**src/pttt_pkg.sv**
```systemverilog
`timescale 1ns / 1ps
// ----------------------------------------------------------------------------
// pttt_pkg
// Shared types and constants for the periodic task timer table.
// ----------------------------------------------------------------------------
package pttt_pkg;

    localparam int TASK_W    = 8;
    localparam int HANDLER_W = 8;
    localparam int PERIOD_W  = 16;
    localparam int ENTRY_W   = TASK_W + HANDLER_W + 2 * PERIOD_W;

    typedef enum logic [1:0] {
        K_START = 2'd0,
        K_STOP  = 2'd1,
        K_TICK  = 2'd2,
        K_NONE  = 2'd3
    } kind_t;

    typedef enum logic [2:0] {
        ST_OK           = 3'd0,
        ST_NOT_ENABLED  = 3'd1,
        ST_FULL         = 3'd2,
        ST_NULL_HANDLER = 3'd3,
        ST_DUPLICATE    = 3'd4,
        ST_NOT_FOUND    = 3'd5
    } status_t;

    typedef enum logic [4:0] {
        S_IDLE = 5'b00001,
        S_READ = 5'b00010,
        S_EVAL = 5'b00100,
        S_FIN  = 5'b01000,
        S_DONE = 5'b10000
    } state_t;

endpackage

```
**src/pttt_ram.sv**
```systemverilog
`timescale 1ns / 1ps
// ----------------------------------------------------------------------------
// pttt_ram
// Generic single write, single read RAM with registered read data.
// ----------------------------------------------------------------------------
module pttt_ram #(
    parameter int WIDTH = 48,
    parameter int DEPTH = 8
) (
    input  logic                                    clk,
    input  logic                                    we,
    input  logic [(DEPTH > 1 ? $clog2(DEPTH) : 1)-1:0] waddr,
    input  logic [WIDTH-1:0]                        wdata,
    input  logic                                    re,
    input  logic [(DEPTH > 1 ? $clog2(DEPTH) : 1)-1:0] raddr,
    output logic [WIDTH-1:0]                        rdata
);

    logic [WIDTH-1:0] mem [DEPTH];

    always_ff @(posedge clk)
    begin
        if (we)
        begin
            mem[waddr] <= wdata;
        end
        if (re)
        begin
            rdata <= mem[raddr];
        end
    end

endmodule

```
**src/periodic_task_timer_table.sv**
```systemverilog
`timescale 1ns / 1ps
// ----------------------------------------------------------------------------
// periodic_task_timer_table
// Table of periodic tasks with start, stop and tick commands.
// ----------------------------------------------------------------------------
// Every command but a rejected start walks the table one entry at a time
// through a RAM with one write and one registered read port: each entry
// takes a read state, then an evaluate state (compare, or count down with
// write-back). A start then writes its entry unless it is a duplicate, a
// stop ends at the first match, and a tick can hold while the output is
// stalled. One beat is in flight at a time; in_stall is high while a
// command is being worked. A tick gives one result beat per expiring task,
// the final one with last set, and none when no task expires. Entries need
// no clearing after reset.
// ----------------------------------------------------------------------------
module periodic_task_timer_table
    import pttt_pkg::*;
#(
    parameter int TABLE_DEPTH = 8
) (
    input  logic        clk,
    input  logic        rst_n,

    input  logic        cfg_valid,
    output logic        cfg_ready,
    input  logic        cfg_data,

    input  logic        in_valid,
    output logic        in_stall,
    input  logic [1:0]  kind,
    input  logic [7:0]  task_id,
    input  logic [7:0]  handler_id,
    input  logic [15:0] period,

    output logic        out_valid,
    input  logic        out_stall,
    output logic [2:0]  status,
    output logic        fired,
    output logic [7:0]  fired_task_id,
    output logic [7:0]  fired_handler_id,
    output logic        last,
    output logic [3:0]  active_count
);

    localparam int IDX_W = TABLE_DEPTH > 1 ? $clog2(TABLE_DEPTH) : 1;
    localparam int CNT_W = $clog2(TABLE_DEPTH + 1);

    // control state
    state_t                 state_reg,      state_next;
    logic                   enabled_reg,    enabled_next;
    logic [TABLE_DEPTH-1:0] used_reg,       used_next;
    logic [CNT_W-1:0]       count_reg,      count_next;
    logic [IDX_W-1:0]       idx_reg,        idx_next;
    logic                   dup_reg,        dup_next;
    logic                   free_found_reg, free_found_next;
    logic                   pend_valid_reg, pend_valid_next;
    logic                   out_valid_reg,  out_valid_next;

    // payload
    kind_t                  kind_reg,       kind_next;
    logic [TASK_W-1:0]      tid_reg,        tid_next;
    logic [HANDLER_W-1:0]   hid_reg,        hid_next;
    logic [PERIOD_W-1:0]    per_reg,        per_next;
    logic [IDX_W-1:0]       free_idx_reg,   free_idx_next;
    status_t                res_status_reg, res_status_next;
    logic [TASK_W-1:0]      pend_tid_reg,   pend_tid_next;
    logic [HANDLER_W-1:0]   pend_hid_reg,   pend_hid_next;
    status_t                status_reg,     status_next;
    logic                   fired_reg,      fired_next;
    logic [TASK_W-1:0]      ftid_reg,       ftid_next;
    logic [HANDLER_W-1:0]   fhid_reg,       fhid_next;
    logic                   last_reg,       last_next;
    logic [3:0]             acnt_reg,       acnt_next;

    // table ram
    logic                   ram_we;
    logic [IDX_W-1:0]       ram_waddr;
    logic [ENTRY_W-1:0]     ram_wdata;
    logic                   ram_re;
    logic [ENTRY_W-1:0]     ram_rdata;

    logic [TASK_W-1:0]      rd_task;
    logic [HANDLER_W-1:0]   rd_handler;
    logic [PERIOD_W-1:0]    rd_period;
    logic [PERIOD_W-1:0]    rd_count;
    logic [PERIOD_W-1:0]    reload;
    logic [PERIOD_W-1:0]    per_fixed;
    logic                   slot_used;
    logic                   key_match;
    logic                   expire;
    logic                   idx_last;
    logic                   out_free;
    logic [CNT_W+3:0]       count_ext;

    pttt_ram #(
        .WIDTH (ENTRY_W),
        .DEPTH (TABLE_DEPTH)
    ) u_ram (
        .clk   (clk),
        .we    (ram_we),
        .waddr (ram_waddr),
        .wdata (ram_wdata),
        .re    (ram_re),
        .raddr (idx_reg),
        .rdata (ram_rdata)
    );

    assign rd_task    = ram_rdata[ENTRY_W-1 -: TASK_W];
    assign rd_handler = ram_rdata[2*PERIOD_W +: HANDLER_W];
    assign rd_period  = ram_rdata[PERIOD_W +: PERIOD_W];
    assign rd_count   = ram_rdata[0 +: PERIOD_W];

    assign slot_used = used_reg[idx_reg];
    assign key_match = (rd_task == tid_reg) && (rd_handler == hid_reg);
    assign expire    = rd_count <= PERIOD_W'(1);
    assign reload    = (rd_period == '0) ? PERIOD_W'(1) : rd_period;
    assign per_fixed = (per_reg == '0) ? PERIOD_W'(1) : per_reg;
    assign idx_last  = idx_reg == IDX_W'(TABLE_DEPTH - 1);
    assign out_free  = !out_valid_reg || !out_stall;
    assign count_ext = {4'b0, count_reg};

    always_comb
    begin
        state_next      = state_reg;
        enabled_next    = enabled_reg;
        used_next       = used_reg;
        count_next      = count_reg;
        idx_next        = idx_reg;
        dup_next        = dup_reg;
        free_found_next = free_found_reg;
        pend_valid_next = pend_valid_reg;
        out_valid_next  = out_valid_reg && out_stall;
        kind_next       = kind_reg;
        tid_next        = tid_reg;
        hid_next        = hid_reg;
        per_next        = per_reg;
        free_idx_next   = free_idx_reg;
        res_status_next = res_status_reg;
        pend_tid_next   = pend_tid_reg;
        pend_hid_next   = pend_hid_reg;
        status_next     = status_reg;
        fired_next      = fired_reg;
        ftid_next       = ftid_reg;
        fhid_next       = fhid_reg;
        last_next       = last_reg;
        acnt_next       = acnt_reg;
        ram_we          = 1'b0;
        ram_waddr       = idx_reg;
        ram_wdata       = {rd_task, rd_handler, rd_period,
                           expire ? reload : rd_count - PERIOD_W'(1)};
        ram_re          = 1'b0;

        if (cfg_valid)
        begin
            enabled_next = cfg_data;
        end

        case (state_reg)
            S_IDLE:
            begin
                if (in_valid)
                begin
                    kind_next       = kind_t'(kind);
                    tid_next        = task_id;
                    hid_next        = handler_id;
                    per_next        = period;
                    idx_next        = '0;
                    dup_next        = 1'b0;
                    free_found_next = 1'b0;
                    pend_valid_next = 1'b0;
                    case (kind_t'(kind))
                        K_START:
                        begin
                            if (!enabled_reg)
                            begin
                                res_status_next = ST_NOT_ENABLED;
                                state_next      = S_DONE;
                            end
                            else if (count_reg >= CNT_W'(TABLE_DEPTH))
                            begin
                                res_status_next = ST_FULL;
                                state_next      = S_DONE;
                            end
                            else if (handler_id == '0)
                            begin
                                res_status_next = ST_NULL_HANDLER;
                                state_next      = S_DONE;
                            end
                            else
                            begin
                                state_next = S_READ;
                            end
                        end
                        K_STOP, K_TICK:
                        begin
                            state_next = S_READ;
                        end
                        default:
                        begin
                            state_next = S_IDLE;
                        end
                    endcase
                end
            end

            S_READ:
            begin
                ram_re     = 1'b1;
                state_next = S_EVAL;
            end

            S_EVAL:
            begin
                case (kind_reg)
                    K_START:
                    begin
                        if (slot_used && key_match)
                        begin
                            dup_next = 1'b1;
                        end
                        if (!slot_used && !free_found_reg)
                        begin
                            free_found_next = 1'b1;
                            free_idx_next   = idx_reg;
                        end
                        if (idx_last)
                        begin
                            state_next = S_FIN;
                        end
                        else
                        begin
                            idx_next   = idx_reg + IDX_W'(1);
                            state_next = S_READ;
                        end
                    end
                    K_STOP:
                    begin
                        if (slot_used && key_match)
                        begin
                            used_next[idx_reg] = 1'b0;
                            count_next         = count_reg - CNT_W'(1);
                            res_status_next    = ST_OK;
                            state_next         = S_DONE;
                        end
                        else if (idx_last)
                        begin
                            res_status_next = ST_NOT_FOUND;
                            state_next      = S_DONE;
                        end
                        else
                        begin
                            idx_next   = idx_reg + IDX_W'(1);
                            state_next = S_READ;
                        end
                    end
                    K_TICK:
                    begin
                        // an earlier firing still waits for the output register
                        if (!(slot_used && expire && pend_valid_reg && !out_free))
                        begin
                            if (slot_used)
                            begin
                                ram_we = 1'b1;
                                if (expire)
                                begin
                                    if (pend_valid_reg)
                                    begin
                                        out_valid_next = 1'b1;
                                        status_next    = ST_OK;
                                        fired_next     = 1'b1;
                                        ftid_next      = pend_tid_reg;
                                        fhid_next      = pend_hid_reg;
                                        last_next      = 1'b0;
                                        acnt_next      = count_ext[3:0];
                                    end
                                    pend_valid_next = 1'b1;
                                    pend_tid_next   = rd_task;
                                    pend_hid_next   = rd_handler;
                                end
                            end
                            if (idx_last)
                            begin
                                state_next = S_FIN;
                            end
                            else
                            begin
                                idx_next   = idx_reg + IDX_W'(1);
                                state_next = S_READ;
                            end
                        end
                    end
                    default:
                    begin
                        state_next = S_IDLE;
                    end
                endcase
            end

            S_FIN:
            begin
                case (kind_reg)
                    K_START:
                    begin
                        if (dup_reg)
                        begin
                            res_status_next = ST_DUPLICATE;
                        end
                        else
                        begin
                            ram_we                  = 1'b1;
                            ram_waddr               = free_idx_reg;
                            ram_wdata               = {tid_reg, hid_reg, per_fixed, per_fixed};
                            used_next[free_idx_reg] = 1'b1;
                            count_next              = count_reg + CNT_W'(1);
                            res_status_next         = ST_OK;
                        end
                        state_next = S_DONE;
                    end
                    K_TICK:
                    begin
                        if (!pend_valid_reg)
                        begin
                            state_next = S_IDLE;
                        end
                        else if (out_free)
                        begin
                            out_valid_next  = 1'b1;
                            status_next     = ST_OK;
                            fired_next      = 1'b1;
                            ftid_next       = pend_tid_reg;
                            fhid_next       = pend_hid_reg;
                            last_next       = 1'b1;
                            acnt_next       = count_ext[3:0];
                            pend_valid_next = 1'b0;
                            state_next      = S_IDLE;
                        end
                    end
                    default:
                    begin
                        state_next = S_IDLE;
                    end
                endcase
            end

            S_DONE:
            begin
                if (out_free)
                begin
                    out_valid_next = 1'b1;
                    status_next    = res_status_reg;
                    fired_next     = 1'b0;
                    ftid_next      = '0;
                    fhid_next      = '0;
                    last_next      = 1'b1;
                    acnt_next      = count_ext[3:0];
                    state_next     = S_IDLE;
                end
            end

            default:
            begin
                state_next = S_IDLE;
            end
        endcase
    end

    always_ff @(posedge clk or negedge rst_n)
    begin
        if (!rst_n)
        begin
            state_reg      <= S_IDLE;
            enabled_reg    <= 1'b0;
            used_reg       <= '0;
            count_reg      <= '0;
            idx_reg        <= '0;
            dup_reg        <= 1'b0;
            free_found_reg <= 1'b0;
            pend_valid_reg <= 1'b0;
            out_valid_reg  <= 1'b0;
            kind_reg       <= K_NONE;
        end
        else
        begin
            state_reg      <= state_next;
            enabled_reg    <= enabled_next;
            used_reg       <= used_next;
            count_reg      <= count_next;
            idx_reg        <= idx_next;
            dup_reg        <= dup_next;
            free_found_reg <= free_found_next;
            pend_valid_reg <= pend_valid_next;
            out_valid_reg  <= out_valid_next;
            kind_reg       <= kind_next;
        end
    end

    always_ff @(posedge clk)
    begin
        tid_reg        <= tid_next;
        hid_reg        <= hid_next;
        per_reg        <= per_next;
        free_idx_reg   <= free_idx_next;
        res_status_reg <= res_status_next;
        pend_tid_reg   <= pend_tid_next;
        pend_hid_reg   <= pend_hid_next;
        status_reg     <= status_next;
        fired_reg      <= fired_next;
        ftid_reg       <= ftid_next;
        fhid_reg       <= fhid_next;
        last_reg       <= last_next;
        acnt_reg       <= acnt_next;
    end

    assign cfg_ready        = 1'b1;
    assign in_stall         = state_reg != S_IDLE;
    assign out_valid        = out_valid_reg;
    assign status           = status_reg;
    assign fired            = fired_reg;
    assign fired_task_id    = ftid_reg;
    assign fired_handler_id = fhid_reg;
    assign last             = last_reg;
    assign active_count     = acnt_reg;

    // occupancy counter tracks the used bits
    a_count_matches: assert property (@(posedge clk) disable iff (!rst_n)
        count_reg == CNT_W'($countones(used_reg)))
        else $error("occupancy count out of step with used bits");

    // a pending firing only exists during a tick scan
    a_pend_tick_only: assert property (@(posedge clk) disable iff (!rst_n)
        pend_valid_reg |-> kind_reg == K_TICK)
        else $error("pending firing outside a tick");

    // a firing beat always carries ok status
    a_fired_ok: assert property (@(posedge clk) disable iff (!rst_n)
        out_valid_reg && fired_reg |-> status_reg == ST_OK)
        else $error("fired beat with non-ok status");

    // a start while disabled leaves the table alone
    a_reject_stable: assert property (@(posedge clk) disable iff (!rst_n)
        in_valid && !in_stall && kind == K_START && !enabled_reg
        |=> $stable(used_reg) ##1 $stable(used_reg))
        else $error("table changed by a rejected start");

    // only a tick can produce a beat without last
    a_last_tick: assert property (@(posedge clk) disable iff (!rst_n)
        out_valid_reg && !last_reg |-> fired_reg)
        else $error("non-final beat that is not a firing");

endmodule
```
**config.mk**
```make
export PLATFORM = sky130hd
export DESIGN_NAME = periodic_task_timer_table
export DESIGN_NICKNAME = d
export VERILOG_FILES = /design/src/pttt_pkg.sv /design/src/pttt_ram.sv /design/src/periodic_task_timer_table.sv
export SDC_FILE = /design/constraint.sdc
export NUM_CORES = 1
export LEC_CHECK = 0
export BUFFER_PORTS_ARGS = -buffer_cell sky130_fd_sc_hd__buf_4
export CORE_ASPECT_RATIO = 0.75
export CORE_MARGIN = 2
export CORE_UTILIZATION = 30
export DETAILED_ROUTE_END_ITERATION = 16
export PLACE_DENSITY = 0.45
export SETUP_SLACK_MARGIN = 0.5
export SYNTH_ARGS = -nofsm -noshare
export SYNTH_HDL_FRONTEND = slang
export SYNTH_SLANG_ARGS = --single-unit
```
**constraint.sdc**
```tcl
create_clock -name clk -period 5.5 [get_ports clk]
set_clock_uncertainty 0.15 [all_clocks]
set_input_delay 0.275 -clock clk [delete_from_list [all_inputs] [get_ports clk]]
set_output_delay 0.275 -clock clk [all_outputs]
set_load 0.01 [all_outputs]
```
==> results.py <==
metrics = {
    "detailed_routing": {
        "drc": 0,
        "vias": 12100,
        "wire_per_inst_um": 23.9,
        "via_per_inst": 5.12,
        "drt-initial-drc-count": 1007,
        "wirelength_um": 56300,
        "drt_first_pass_iters": 8,
        "drtAntennaViolNets": 0,
    },
    "layout": {
        "final-seq-area_um2": 16000,
        "largest_reg_flops": 384,
        "fillers": 6441,
        "layout-drive-gt1-share_pct": 14.2,
        "n_antenna_cell": 0,
        "nets": 1478,
        "area_growth_pct": 18.4,
        "multi_input_area_um2": 4450,
    },
    "floorplanning": {
        "die_w_um": 308,
        "io-pin-count": 68,
        "rows": 83,
        "die_h_um": 232,
        "coreArea_um2": 68400,
        "die_area_um2": 71300,
        "initial_core_util_pct": 30.3,
    },
    "placement": {
        "dp_slack_ns": 1.64,
        "portBuffers": 66,
        "dp_hpwl_um": 32000,
        "gp_congestion": 0.814,
    },
    "pwr": {
        "ir_worst_vdd_v": 0.000222,
        "p_leak_uw": 0.00793,
        "power_density_nw_per_um2": 364,
    },
    "setup_path": {
        "crit_type": "flip-flop to flip-flop",
        "arrival_ns": 3.91,
        "slowest_delay_ns": 0.51,
        "crit_chain": "nor3_2 -> and3b_1 -> buf_4 -> inv_1 -> nor2_4 -> buf_4 -> nor3_1 -> a21oi_1 -> nor2_4 -> buf_4",
        "cp-end-kind": "flip-flop",
        "critPathTopFamily": "buffers and inverters",
        "path_max_fanout": 48,
        "cp-start-kind": "flip-flop",
        "cp_slowest_cell": "nor2_4",
        "critical_path.most_common_cell": "buf_4",
        "crit_buf_inv": 4,
        "critPathRequiredTime_ns": 5.58,
    },
    "clocking": {
        "htree_num_levels": 2,
        "clk_pin_slew_ns": 0.06,
        "clock_sinks": 538,
        "clk_latency_ns": 0.62,
        "cts_tree": "yes",
        "cts_buffer_depth": 3,
        "cts_setup_buffers": 0,
        "root_buffer": "clkbuf_16",
        "cts_made_buffers": 53,
    },
    "yosys": {
        "syn_area_um2": 20700,
        "synth.area.top_cells": "edfxtp_1 (74%), a22oi_1 (7.1%), dfrtp_1 (2.9%)",
        "netlist.top_cell.by_area": "edfxtp_1",
        "yosys_warnings": 0,
        "ys_ff_latch": 538,
        "ys_async_sr_fraction_pct": 5.02,
        "seq_area_frac_synth_pct": 77.3,
        "syn_avg_cell_area_um2": 15.9,
        "synthesis.instances": 1308,
        "yosysMostFrequentCell": "edfxtp_1",
        "syn_nets": 1361,
        "synth_edf_count": 511,
        "synth_flop_cell": "edfxtp_1",
        "synth_top_area_share_pct": 74.0,
        "synthTopCellsByCount": "edfxtp_1 (511), a22oi_1 (196), nand2_1 (120)",
        "synth.distinct_cells": 69,
    },
    "timing": {
        "finalHoldViolCount": 0,
        "worst_slew_margin_rel_pct": 27.5,
        "tightest_slew_ns": 1.08,
        "finalCriticalPeriod_ns": 3.84,
        "rsz0062_at_grt": "no",
        "setup_viol": 0,
        "fmax_mhz": 261,
        "layout_setup_ws_ns": 1.66,
        "period_share_pct": 69.7,
        "tns_ns": 0,
        "maxSlewViolCount": 0,
    },
    "grt": {
        "grt_overflow_total": 0,
        "grt_pass1_wl_um": 82400,
        "track_usage_pct": 15.7,
        "grt_max_degree": 50,
        "grt_pass1_vias": 11900,
        "antenna_found_initial": 0,
    },
    "run_status": {
        "status": "complete, no violations",
    },
    "flow_run": {
        "cap_violations": 0,
    },
    "hold_path": {
        "hold_path.class": "input pin to flip-flop",
    },
}
## stage by stage
stage / cell area [um2] / util, % / std cells / hold WS (ns) / total power [uW]
final: 24600 / 35.9 / 2359 / 0.0541 / 8930
after CTS: 24600 / 35.9 / 2359 / 0.0184 / 9030
after global routing: 24600 / 35.9 / 2359 / 0.0706 / 9240
after global placement: 22400 / 32.8 / 2221 / 0.0796 / 5420
after detailed placement: 22400 / 32.8 / 2221 / 0.0804 / 5430
after floorplan: 20700 / - / 1308 / -0.171 / 5150
## placed cells by master, fill, tap and decap left out, types with 24 or more instances in the layout
master / n
edfxtp_1: 511
a22oi_1: 196
nand2_1: 120
buf_4: 87
nand4_1: 54
clkbuf_16: 53
o21ai_0: 41
dlygate4sd3_1: 40
nor2_1: 35
xnor2_1: 25
dfrtp_1: 24
## report_power, final
| group | leakage, uW | internal (uW) | switching (uW) |
|---|---|---|---|
| Combinational | 0.00214 | 214 | 379 |
| Sequential | 0.00497 | 4660 | 126 |
| Clock | 0.000825 | 2030 | 1530 |
| Total | 0.00793 | 6900 | 2030 |
## area by class of cell
type / instances / area share, %
Clock inverter: 29 / 1.18
Sequential cell: 538 / 65.3
Multi-Input combinational cell: 676 / 18.1
Clock buffer: 68 / 5.67
Inverter: 22 / 0.336
Tap cell: 892 / 4.55
Timing Repair Buffer: 134 / 4.86
## path summary, 6_finish.rpt
path	from	to	slack, ns	cells after the start
max	state_reg[2]	u_ram.mem[1][11]	1.66	10
min reg2reg	count_reg[2]	active_count[2]	0.34	0
max in group asynchronous	rst_n	state_reg[2]	4.96	3
max reg2reg	state_reg[2]	u_ram.mem[1][11]	1.66	10
min	in_valid	dup_reg	0.05	3
min in group asynchronous	rst_n	count_reg[0]	0.08	3
## worst register-to-register path, stage by stage, from the launching register on
cell,delay (ns)
dfrtp_1,0.43
nor3_2,0.24
and3b_1,0.18
buf_4,0.27
inv_1,0.31
nor2_4,0.51
buf_4,0.40
nor3_1,0.09
a21oi_1,0.39
nor2_4,0.03
buf_4,0.43
## cells by family (layout without fill, tap and decap cells)
logic type	Yosys count	after routing	share of synthesized area (%)
AOI/OAI and AO/OA	298	298	10.2
xor gates and xnor gates	30	30	1.27
adders and majority gates	13	13	0.820
buffers and inverters	94	253	1.84
DFF	538	538	77.3
muxes	9	9	0.573
other	1	1	0.0181
and+or+nand+nor	325	325	8.02
## routing by layer
layer  wire length (um)  part of all wire, %  GRT usage [%]
met5                  0                    0              0
met4                855                  1.5           3.46
met3               2980                  5.3           2.77
met2              24700                   44           23.6
met1              27800                   49           23.7
## repair_timing
| item | 4_1_cts | 5_1_grt |
|---|---|---|
| setup endpoints to repair | 0 | 0 |
| hold buffers | 41 | 0 |
| gates resized for setup | 0 | 0 |
| endpoints found under the hold margin | 64 | 0 |
Note: power is estimated with default switching activity, not from simulation.
